### src/hdl/jsu_pkg.sv
// Shared constants, types and helpers for the JSON string unescaper.
// Used by json_string_unescaper and its port checker; depends on nothing.
`default_nettype none

package jsu_pkg;

   localparam int MAX_RESULTS = 6;
   localparam int CNT_W       = $clog2(MAX_RESULTS + 1);
   localparam int PEND_DEPTH  = 5;
   localparam int PEND_IDX_W  = $clog2(PEND_DEPTH);
   localparam int ERR_POS_W   = 16;

   localparam logic [7:0] CHAR_BSLASH = 8'h5C;
   localparam logic [7:0] CHAR_QUOTE  = 8'h22;
   localparam logic [7:0] CHAR_SLASH  = 8'h2F;
   localparam logic [7:0] CHAR_LO_B   = 8'h62;
   localparam logic [7:0] CHAR_LO_F   = 8'h66;
   localparam logic [7:0] CHAR_LO_N   = 8'h6E;
   localparam logic [7:0] CHAR_LO_R   = 8'h72;
   localparam logic [7:0] CHAR_LO_T   = 8'h74;
   localparam logic [7:0] CHAR_LO_U   = 8'h75;
   localparam logic [7:0] CODE_BS     = 8'h08;
   localparam logic [7:0] CODE_FF     = 8'h0C;
   localparam logic [7:0] CODE_LF     = 8'h0A;
   localparam logic [7:0] CODE_CR     = 8'h0D;
   localparam logic [7:0] CODE_TAB    = 8'h09;

   typedef struct packed {
      logic       ok;
      logic [3:0] value;
   } hex_digit_type;

   function automatic hex_digit_type hex_value(input logic [7:0] b);
      hex_digit_type r;
      r.ok    = 1'b1;
      r.value = 4'd0;
      if (b >= 8'h30 && b <= 8'h39) begin
         r.value = 4'(b - 8'h30);
      end else if (b >= 8'h61 && b <= 8'h66) begin
         r.value = 4'(b - 8'h57);
      end else if (b >= 8'h41 && b <= 8'h46) begin
         r.value = 4'(b - 8'h37);
      end else begin
         r.ok = 1'b0;
      end
      return r;
   endfunction

endpackage

`default_nettype wire

### src/hdl/json_string_unescaper.sv
// JSON string body unescaper: escaped bytes in, unescaped UTF-8 bytes out.
// Depends on jsu_pkg for character codes, counts and the hex digit decoder.
//
// Usage:
//   req_ channel carries one byte of the escaped string body per beat, with
//   req_in_last on the final byte of a string. rsp_ channel carries one output
//   byte per beat, with error flag and error position, run_end on the last
//   beat caused by an input byte and text_end on the last beat of a string.
//   An input byte yields zero to six output beats. All of them are computed
//   in the cycle the byte is accepted and loaded into a six-entry result
//   buffer; the first appears on rsp_ in the cycle after acceptance.
//   Throughput: one input byte per cycle while each byte yields at most one
//   beat and every beat is taken. A byte that yields more beats keeps
//   req_ready low as the result buffer drains, one beat per cycle while
//   rsp_ready is high; req_ready rises in the cycle its last beat is taken.
//   A stalled receiver holds the current beat steady; once the buffer holds a
//   beat that is not being taken, no new input byte is accepted.
//   Reset (synchronous) empties the result buffer and returns the decoder to
//   plain text with the byte index at zero. The end of a string does the same
//   for the decoder. Error positions count from zero and saturate.
`default_nettype none

module json_string_unescaper #(
   parameter int POS_BITS = 16
) (
   input  wire logic                         clock,
   input  wire logic                         reset,
   input  wire logic                         req_valid,
   output logic                              req_ready,
   input  wire logic [7:0]                   req_in_byte,
   input  wire logic                         req_in_last,
   output logic                              rsp_valid,
   input  wire logic                         rsp_ready,
   output logic [7:0]                        rsp_out_byte,
   output logic                              rsp_err_here,
   output logic [jsu_pkg::ERR_POS_W-1:0]     rsp_err_pos,
   output logic                              rsp_run_end,
   output logic                              rsp_text_end
);

   localparam int NR    = jsu_pkg::MAX_RESULTS;
   localparam int CW    = jsu_pkg::CNT_W;
   localparam int ND    = jsu_pkg::PEND_DEPTH;
   localparam int EPW   = jsu_pkg::ERR_POS_W;
   localparam int EXT_W = (POS_BITS > EPW) ? POS_BITS : EPW;

   typedef enum logic [1:0] {
      MODE_PLAIN,
      MODE_BSLASH,
      MODE_HEX
   } mode_type;

   mode_type              mode_ff, mode_in;
   logic [1:0]            seen_ff, seen_in;
   logic [11:0]           accum_ff, accum_in;
   logic [7:0]            pend_ff [ND];
   logic [7:0]            pend_in [ND];
   logic [POS_BITS-1:0]   start_ff, start_in;
   logic [POS_BITS-1:0]   index_ff, index_in;

   logic [7:0]            buf_ff [NR];
   logic [7:0]            buf_in [NR];
   logic [NR-1:0]         mask_ff, mask_in;
   logic [CW-1:0]         cnt_ff, cnt_in;
   logic [EPW-1:0]        pos_ff, pos_in;
   logic                  last_ff, last_in;

   logic                  req_fire, rsp_fire;
   logic [7:0]            b;
   jsu_pkg::hex_digit_type hd;
   logic [CW-1:0]         held;
   logic [15:0]           code;
   logic [POS_BITS-1:0]   err_at;

   function automatic logic [POS_BITS-1:0] sat_add(input logic [POS_BITS-1:0] a,
                                                   input logic [1:0] amt);
      logic [POS_BITS:0] s;
      s = {1'b0, a} + (POS_BITS + 1)'(amt);
      return s[POS_BITS] ? {POS_BITS{1'b1}} : s[POS_BITS-1:0];
   endfunction

   function automatic logic [EPW-1:0] clip_pos(input logic [POS_BITS-1:0] p);
      logic [EXT_W-1:0] e;
      e = EXT_W'(p);
      return (e > EXT_W'({EPW{1'b1}})) ? {EPW{1'b1}} : e[EPW-1:0];
   endfunction

   assign rsp_valid    = (cnt_ff != '0);
   assign req_ready    = (cnt_ff == '0) || (cnt_ff == CW'(1) && rsp_ready);
   assign req_fire     = req_valid && req_ready;
   assign rsp_fire     = rsp_valid && rsp_ready;
   assign rsp_out_byte = buf_ff[0];
   assign rsp_err_here = mask_ff[0];
   assign rsp_err_pos  = mask_ff[0] ? pos_ff : '0;
   assign rsp_run_end  = (cnt_ff == CW'(1));
   assign rsp_text_end = (cnt_ff == CW'(1)) && last_ff;

   assign b    = req_in_byte;
   assign hd   = jsu_pkg::hex_value(req_in_byte);
   assign held = CW'(2) + CW'(seen_ff);
   assign code = {accum_ff, hd.value};

   always_comb begin
      mode_in  = mode_ff;
      seen_in  = seen_ff;
      accum_in = accum_ff;
      pend_in  = pend_ff;
      start_in = start_ff;
      index_in = index_ff;
      buf_in   = buf_ff;
      mask_in  = mask_ff;
      cnt_in   = cnt_ff;
      pos_in   = pos_ff;
      last_in  = last_ff;
      err_at   = index_ff;

      if (req_fire) begin
         mode_in = MODE_PLAIN;
         mask_in = '0;
         cnt_in  = '0;
         last_in = req_in_last;
         for (int k = 0; k < NR; k++) begin
            buf_in[k] = b;
         end

         unique case (mode_ff)
            MODE_BSLASH: begin
               cnt_in = CW'(1);
               priority case (b)
                  jsu_pkg::CHAR_QUOTE:  buf_in[0] = jsu_pkg::CHAR_QUOTE;
                  jsu_pkg::CHAR_BSLASH: buf_in[0] = jsu_pkg::CHAR_BSLASH;
                  jsu_pkg::CHAR_SLASH:  buf_in[0] = jsu_pkg::CHAR_SLASH;
                  jsu_pkg::CHAR_LO_B:   buf_in[0] = jsu_pkg::CODE_BS;
                  jsu_pkg::CHAR_LO_F:   buf_in[0] = jsu_pkg::CODE_FF;
                  jsu_pkg::CHAR_LO_N:   buf_in[0] = jsu_pkg::CODE_LF;
                  jsu_pkg::CHAR_LO_R:   buf_in[0] = jsu_pkg::CODE_CR;
                  jsu_pkg::CHAR_LO_T:   buf_in[0] = jsu_pkg::CODE_TAB;
                  jsu_pkg::CHAR_LO_U: begin
                     pend_in[1] = b;
                     if (req_in_last) begin
                        // truncated escape: backslash and u pass verbatim
                        cnt_in     = CW'(2);
                        buf_in[0]  = jsu_pkg::CHAR_BSLASH;
                        mask_in[0] = 1'b1;
                        err_at     = start_ff;
                     end else begin
                        cnt_in   = '0;
                        seen_in  = '0;
                        accum_in = '0;
                        mode_in  = MODE_HEX;
                     end
                  end
                  default: begin
                     cnt_in     = CW'(2);
                     buf_in[0]  = jsu_pkg::CHAR_BSLASH;
                     mask_in[0] = 1'b1;
                     err_at     = sat_add(start_ff, 2'd1);
                  end
               endcase
            end
            MODE_HEX: begin
               // error paths: held escape bytes, then the current byte
               for (int k = 0; k < ND; k++) begin
                  if (CW'(k) < held) begin
                     buf_in[k] = pend_ff[k];
                  end
               end
               if (!hd.ok) begin
                  mask_in[0] = 1'b1;
                  err_at     = index_ff;
                  cnt_in     = held + CW'(1);
                  if (b == jsu_pkg::CHAR_BSLASH) begin
                     if (req_in_last) begin
                        mask_in[held] = 1'b1;
                     end else begin
                        cnt_in     = held;
                        pend_in[0] = b;
                        start_in   = index_ff;
                        mode_in    = MODE_BSLASH;
                     end
                  end
               end else if (seen_ff == 2'd3) begin
                  seen_in  = '0;
                  accum_in = '0;
                  if (code[15:11] == 5'b11011) begin
                     // surrogate: all six escape bytes pass verbatim
                     cnt_in     = CW'(NR);
                     mask_in[0] = 1'b1;
                     err_at     = sat_add(start_ff, 2'd2);
                  end else if (code < 16'h0080) begin
                     cnt_in    = CW'(1);
                     buf_in[0] = code[7:0];
                  end else if (code < 16'h0800) begin
                     cnt_in    = CW'(2);
                     buf_in[0] = {3'b110, code[10:6]};
                     buf_in[1] = {2'b10, code[5:0]};
                  end else begin
                     cnt_in    = CW'(3);
                     buf_in[0] = {4'b1110, code[15:12]};
                     buf_in[1] = {2'b10, code[11:6]};
                     buf_in[2] = {2'b10, code[5:0]};
                  end
               end else if (req_in_last) begin
                  cnt_in     = held + CW'(1);
                  mask_in[0] = 1'b1;
                  err_at     = start_ff;
               end else begin
                  pend_in[held[jsu_pkg::PEND_IDX_W-1:0]] = b;
                  seen_in  = seen_ff + 2'd1;
                  accum_in = {accum_ff[7:0], hd.value};
                  mode_in  = MODE_HEX;
               end
            end
            default: begin
               if (b == jsu_pkg::CHAR_BSLASH && !req_in_last) begin
                  pend_in[0] = b;
                  start_in   = index_ff;
                  mode_in    = MODE_BSLASH;
               end else begin
                  cnt_in     = CW'(1);
                  mask_in[0] = (b == jsu_pkg::CHAR_BSLASH);
                  err_at     = index_ff;
               end
            end
         endcase

         pos_in = clip_pos(err_at);

         if (req_in_last) begin
            mode_in  = MODE_PLAIN;
            seen_in  = '0;
            accum_in = '0;
            start_in = '0;
            index_in = '0;
         end else begin
            index_in = sat_add(index_ff, 2'd1);
         end
      end else if (rsp_fire) begin
         // advance the result buffer by one beat
         for (int k = 0; k < NR - 1; k++) begin
            buf_in[k] = buf_ff[k + 1];
         end
         mask_in = mask_ff >> 1;
         cnt_in  = cnt_ff - CW'(1);
      end
   end

   always_ff @(posedge clock) begin
      if (reset) begin
         mode_ff  <= MODE_PLAIN;
         seen_ff  <= '0;
         accum_ff <= '0;
         start_ff <= '0;
         index_ff <= '0;
         cnt_ff   <= '0;
         mask_ff  <= '0;
         last_ff  <= 1'b0;
      end else begin
         mode_ff  <= mode_in;
         seen_ff  <= seen_in;
         accum_ff <= accum_in;
         start_ff <= start_in;
         index_ff <= index_in;
         cnt_ff   <= cnt_in;
         mask_ff  <= mask_in;
         last_ff  <= last_in;
      end
      pend_ff <= pend_in;
      buf_ff  <= buf_in;
      pos_ff  <= pos_in;
   end

endmodule

`default_nettype wire

### config.mk
export PLATFORM = sky130hd
export DESIGN_NAME = json_string_unescaper
export DESIGN_NICKNAME = d
export VERILOG_FILES = /design/src/hdl/jsu_pkg.sv /design/src/hdl/json_string_unescaper.sv
export SDC_FILE = /design/constraint.sdc
export NUM_CORES = 1
export LEC_CHECK = 0
export ABC_CLOCK_PERIOD_IN_PS = 8900
export BUFFER_PORTS_ARGS = -buffer_cell sky130_fd_sc_hd__buf_4
export CORE_ASPECT_RATIO = 1.1
export CORE_UTILIZATION = 45
export DETAILED_ROUTE_END_ITERATION = 10
export GPL_TIMING_DRIVEN = 0
export MAX_ROUTING_LAYER = met4
export PLACE_DENSITY = 0.59
export SLEW_MARGIN = 20
export SYNTH_ARGS = -nofsm -noshare
export SYNTH_HDL_FRONTEND = slang
export SYNTH_SLANG_ARGS = --single-unit
### constraint.sdc
create_clock -name clock -period 8.9 [get_ports clock]
set_clock_uncertainty 0.2 [all_clocks]
set_input_delay 1.78 -clock clock [delete_from_list [all_inputs] [get_ports clock]]
set_output_delay 1.78 -clock clock [all_outputs]
set_load 0.03 [all_outputs]
* Word-level counts from Yosys, hierarchy flattened
Index checks and enable logic that the tools add are counted.
** Word-level totals
- ROM bits :: 0
- Output and inout bits :: 29
- Memories :: 0
- Latch bits :: 0
- RAM bits :: 0
- Logic and storage cells :: 202
- Input bits :: 13
- Register bits after elaboration :: 162
** Operators by class
- Magnitude comparators :: 18
- $mul :: 0
- Shift-type cells :: 0
- Multiplexer cells :: 100
- Reduce and logical (&&, ||, !) cells :: 25
- Div/mod/pow operators :: 0
- Add/sub/neg operators :: 10
- Equal/unequal tests :: 25
- Bitwise logic cells :: 4
** Operators by type and width (number)
- 16-bit two-way mux :: 15
- 40-bit two-way mux :: 4
- 8-bit two-way mux :: 14
- 16-bit case mux with 2 select lines :: 3
- 24-bit two-way mux :: 3
- 32-bit two-way mux :: 2
- 8-bit case mux with 8 select lines :: 1
- 8-bit by 7-bit == test with 1-bit output, second input constant :: 7
- 12-bit two-way mux :: 4
- 8-bit case mux with 2 select lines :: 3
- 40-bit bitwise mux :: 1
- 16-bit by 1-bit adder with 17-bit output, second input constant :: 2
- 8-bit demux with 3-bit select :: 1
- 3-bit two-way mux :: 8
- 6-bit two-way mux :: 4
- 12-bit case mux with 2 select lines :: 1
- 2-bit two-way mux :: 10
- 16-bit by 2-bit adder with 17-bit output, second input constant :: 1
- 8-bit by 6-bit == test with 1-bit output, second input constant :: 2
- 8-bit by 7-bit >= comparator with 1-bit output, second input constant :: 2
- 16-bit greater-than comparator, second input constant :: 1
- 8-bit by 7-bit <= comparator with 1-bit output, second input constant :: 2
- 16-bit by 12-bit < comparator with 1-bit output, second input constant :: 1
- 16-bit by 8-bit < comparator with 1-bit output, second input constant :: 1
- other kinds (43) :: 89

* Longest topological paths before layout
- Depth in word-level cells :: 13
- Depth in mapped cells :: 11
- Mapped depth without buffers :: 9

* Worst setup path after synthesis
Ideal clock, no wire load.
- Kind :: in2reg
- Start :: in req_in_byte[1]
- End :: reg pos_ff[5], data pin
- Buffers on the path :: 3
- Setup time :: 0.261 ns
- Arrival :: 3.954 ns
- Required time :: 8.439 ns
- Path slack :: 4.485 ns
- Cell stages on the path :: 11
- Cells stage by stage :: clkbuf_1 > inv_1 > ha_1 > or3b_1 > and3_1 > buf_2 > nor2_2 > or3_1 > buf_1 > o21ai_0 > a221o_1
** Between the ends
- Word-level cells in the longest chain between the ends :: 9
- Elaborated cells on any way between the ends :: 27
** Ends and longest elaborated chain
- start: declaration :: line json_string_unescaper.sv:30 : input wire logic [7:0] req_in_byte,
- 8-bit by 7-bit >= comparator with 1-bit output / 8-bit by 7-bit <= comparator with 1-bit output (equally long branches) :: line jsu_pkg.sv:41 : end else if (b >= 8'h41 && b <= 8'h46) begin
- 1-bit logical AND :: line jsu_pkg.sv:41
- 1-bit two-way mux :: line jsu_pkg.sv:41
- 1-bit two-way mux :: line jsu_pkg.sv:39 : end else if (b >= 8'h61 && b <= 8'h66) begin
- 1-bit two-way mux :: line jsu_pkg.sv:37 : if (b >= 8'h30 && b <= 8'h39) begin
- 16-bit two-way mux :: line json_string_unescaper.sv:168 : if (!hd.ok) begin
- 16-bit case mux with 2 select lines (*) :: line json_string_unescaper.sv:126 : unique case (mode_ff)
- 16-bit two-way mux (*) :: line json_string_unescaper.sv:117 : if (req_fire) begin
- 16-bit greater-than comparator :: line json_string_unescaper.sv:85 : return (e > EXT_W'({EPW{1'b1}})) ? {EPW{1'b1}} : e[EPW-1:0];
- end signal: assignment :: line json_string_unescaper.sv:270 : pos_ff <= pos_in;
- end: declaration :: line json_string_unescaper.sv:65 : logic [EPW-1:0] pos_ff, pos_in;
Mark *: on every way between the ends. The rest lies on a longest branch, timed or not. The select of a mux whose other input is x is not followed.
A chain may end at the register's enable or synchronous reset.

==> run summary <==
Setup_tns - 0 ns
Critical Path Start Type - primary input
Post-Layout Cell Count - 1,363
Min Tclk post-route - 5.25 ns
Die Ht - 154 microns
Total wire length - 31,200 microns
Crit path DAT - 5.24 ns
ANT cells - 0
Via count - 8,523
Crit Path Max Fanout - 10
Layout Area Growth over Synthesis - 13.3%
Port bufs - 40
Final worst slack - 3.65 ns
CP required - 8.89 ns
RSZ-0062 raised after global routing - no
WHS Path Cells - 2
Layout cell share with drive strength beyond 1 - 0.113
Worst skew pair latency - 0.44 ns
Post-synth ARST share - 0
Vias in the first global route - 7,977
Final worst path period share - 0.590
Final core occ - 0.521
Synth Warn # - 0
Cells on worst reg2reg path - 9
Pwr Density - 240 nW/um^2
Vias per cell - 6.25
Largest net degree at the start of global routing - 41
Max-slew violation count - 0
First-pass GRT wire length - 48,100 microns
Detail Route Antenna Nets - 0
Crit path kind - primary input to register
Top-count cell post-synth - edfxtp_1
Setup Viol. Count Final - 0
Worst-Margin Slew - 1.05 ns
Clk pwr share - 0.285
Initial Util - 0.460
Fillers - 1,919
Mapped Area - 9500 sq um
Pre-antenna DRT Iters - 6
Leakage - 3.84 nW
Post-CTS setup buffers - 0
Post-synthesis sequential area ratio - 0.451
Max Cap Viol - 0
Clk buf depth - 2
Reg power frac - 0.413
Tot GR Track Use - 0.307
Gate power share - 0.302
Placed cell count - 1,331
Worst slew margin - 0.300
Sw Share - 0.365
EDFF count, synth - 104
Rows - 55
Cell taking the most area after synthesis - edfxtp_1
Pre-CTS setup slack - 3.31 ns
DR WL/cell - 22.9 microns
Post-route DRC violation count - 0
GRT overflow - 0
Post-route cell area - 10,800 sq um
Worst-path clk slew - 0.07 ns
Syn nets - 1,064
DPL Wire Length - 22,400 microns
Initial antenna violation count - 0
# nets final - 1,125
Sw power - 0.000942 W
Crit end category - register
Worst vdd ir - 0.000138 V
Hold Buf Count CTS - 0
Main flop type after synthesis - edfxtp_1
Worst hold path type - register to register
Clk sinks - 162
Synth top area share - 0.329
CTS tree - done
Area of the core - 20,600 sq um
Gate Count Post-Synth - 1,033
Post-CTS Resized - 0
Post-synth cell types - 84
Synth cell count leaders - edfxtp_1, nand2_1, nor2_1
Starting DRT DRC Count - 772
Status - completed
CTS Buf Count - 17
DP Area - 10,200 sq um
Syn Area/Cell - 9.20 sq um
Hold Vio Cnt, Final - 0
FF+latch count, synth - 162
Max H-tree Level - 4
DIE AREA - 21,700 sq um
Root buffer cell - clkbuf_16
Top Ports - 42
P_int - 0.00164 W
Fmax achieved - 0.190 GHz
Synth top area cells - edfxtp_1, dfxtp_1, a21oi_1
Gp weighted congestion - 0.926
Die X-Extent - 141 microns
## registers in the layout, summed over array words and instances, names as in the netlist
register / count
buf_ff: 40
pend_ff: 40
index_ff: 16
pos_ff: 16
start_ff: 16
accum_ff: 12
rsp_out_byte: 8
mask_ff: 6
cnt_ff: 3
mode_ff: 2
seen_ff: 2
last_ff: 1
## worst max-delay path: stages
cell and delay, ns:
buf_4 0.14, clkbuf_1 0.52, inv_1 0.33, ha_1 0.37, or3b_1 0.47, and3_1 0.21, buf_2 0.17, o21ai_2 0.32
clkbuf_1 0.46, nor2_1 0.11, a21oi_1 0.24, a21oi_1 0.12
## final cells by class
class                   count  area [sq um]  area share
plain buffers              93           413      0.0384
clock buffers              17           425      0.0395
clock inverters            15           159      0.0148
inverters                  25          95.1     0.00884
multi-input cells         753          4710       0.438
flip-flops and latches    162          4280       0.398
well taps                 256           320      0.0298
repair buffers             42           348      0.0323
## cells in the final DEF (no fill, tap or decap), types with 8 or more instances in the layout
master / synthesis / routed
a211oi_1: 8 / 8
a21oi_1: 74 / 74
a221oi_1: 12 / 12
a22oi_1: 21 / 21
a31oi_1: 20 / 20
and2_1: 27 / 27
and3_1: 13 / 13
and4_1: 9 / 9
buf_1: 9 / 9
buf_2: 8 / 8
buf_4: 10 / 50
clkbuf_1: 64 / 63
clkbuf_16: 0 / 17
dfxtp_1: 58 / 58
edfxtp_1: 104 / 104
ha_1: 18 / 18
inv_1: 23 / 23
mux2_2: 14 / 14
mux2i_1: 33 / 33
nand2_1: 98 / 98
nand3_1: 19 / 19
nand3b_1: 13 / 13
nand4_1: 10 / 10
nor2_1: 98 / 98
nor2b_1: 14 / 14
nor3_1: 36 / 35
o21ai_0: 57 / 57
o22ai_1: 16 / 16
o31ai_1: 8 / 8
or3_1: 9 / 9
## metrics by stage
stage | total power [W] | hold slack, ns
after floorplan | 0.00155 | 0.232
after global placement | 0.00184 | 0.257
after detailed placement | 0.00186 | 0.270
after CTS | 0.00258 | 0.279
after global routing | 0.00270 | 0.297
final | 0.00258 | 0.271
## path summary, 6_finish.rpt
| path | start | slack, ns | endpoint |
|---|---|---|---|
| worst max register to register | cnt_ff[0]$_SDFFE_PP0P_ | 5.23 | pend_ff[13]$_DFFE_PP_ |
| worst min-delay path | last_ff$_SDFFE_PP0P_ | 0.27 | last_ff$_SDFFE_PP0P_ |
| worst min register to register | last_ff$_SDFFE_PP0P_ | 0.27 | last_ff$_SDFFE_PP0P_ |
| worst max-delay path | req_in_byte[1] | 3.65 | rsp_out_byte[2]$_DFFE_PP_ |
## cells by family (layout without fill, tap and decap cells)
family,count (synthesis),in the layout,share of synthesized area
adders and majority gates,18,18,0.0237
AOI/OAI and AO/OA,291,291,0.202
muxes,47,47,0.0514
and+or+nand+nor,387,387,0.209
xor gates and xnor gates,10,10,0.00922
buffers and inverters,118,192,0.0532
DFF,162,162,0.451
## power by group through the flow
stage | combinational, W | sequential [W] | clock, W
after floorplan | 0.000483 | 0.00107 | 0
after global placement | 0.000751 | 0.00109 | 0
after detailed placement | 0.000776 | 0.00108 | 0
after CTS | 0.000777 | 0.00107 | 0.000742
after global routing | 0.000849 | 0.00108 | 0.000776
final | 0.000780 | 0.00107 | 0.000736
## metal layers
metal	global-route usage	vias to the layer above	wire, microns
met3	0.0529	72	2040
met5	-	-	0
met2	0.484	341	15000
li1	-	3983	-
met1	0.384	4127	12900
met4	0.148	0	1240
Note: power is estimated with default switching activity, not from simulation.
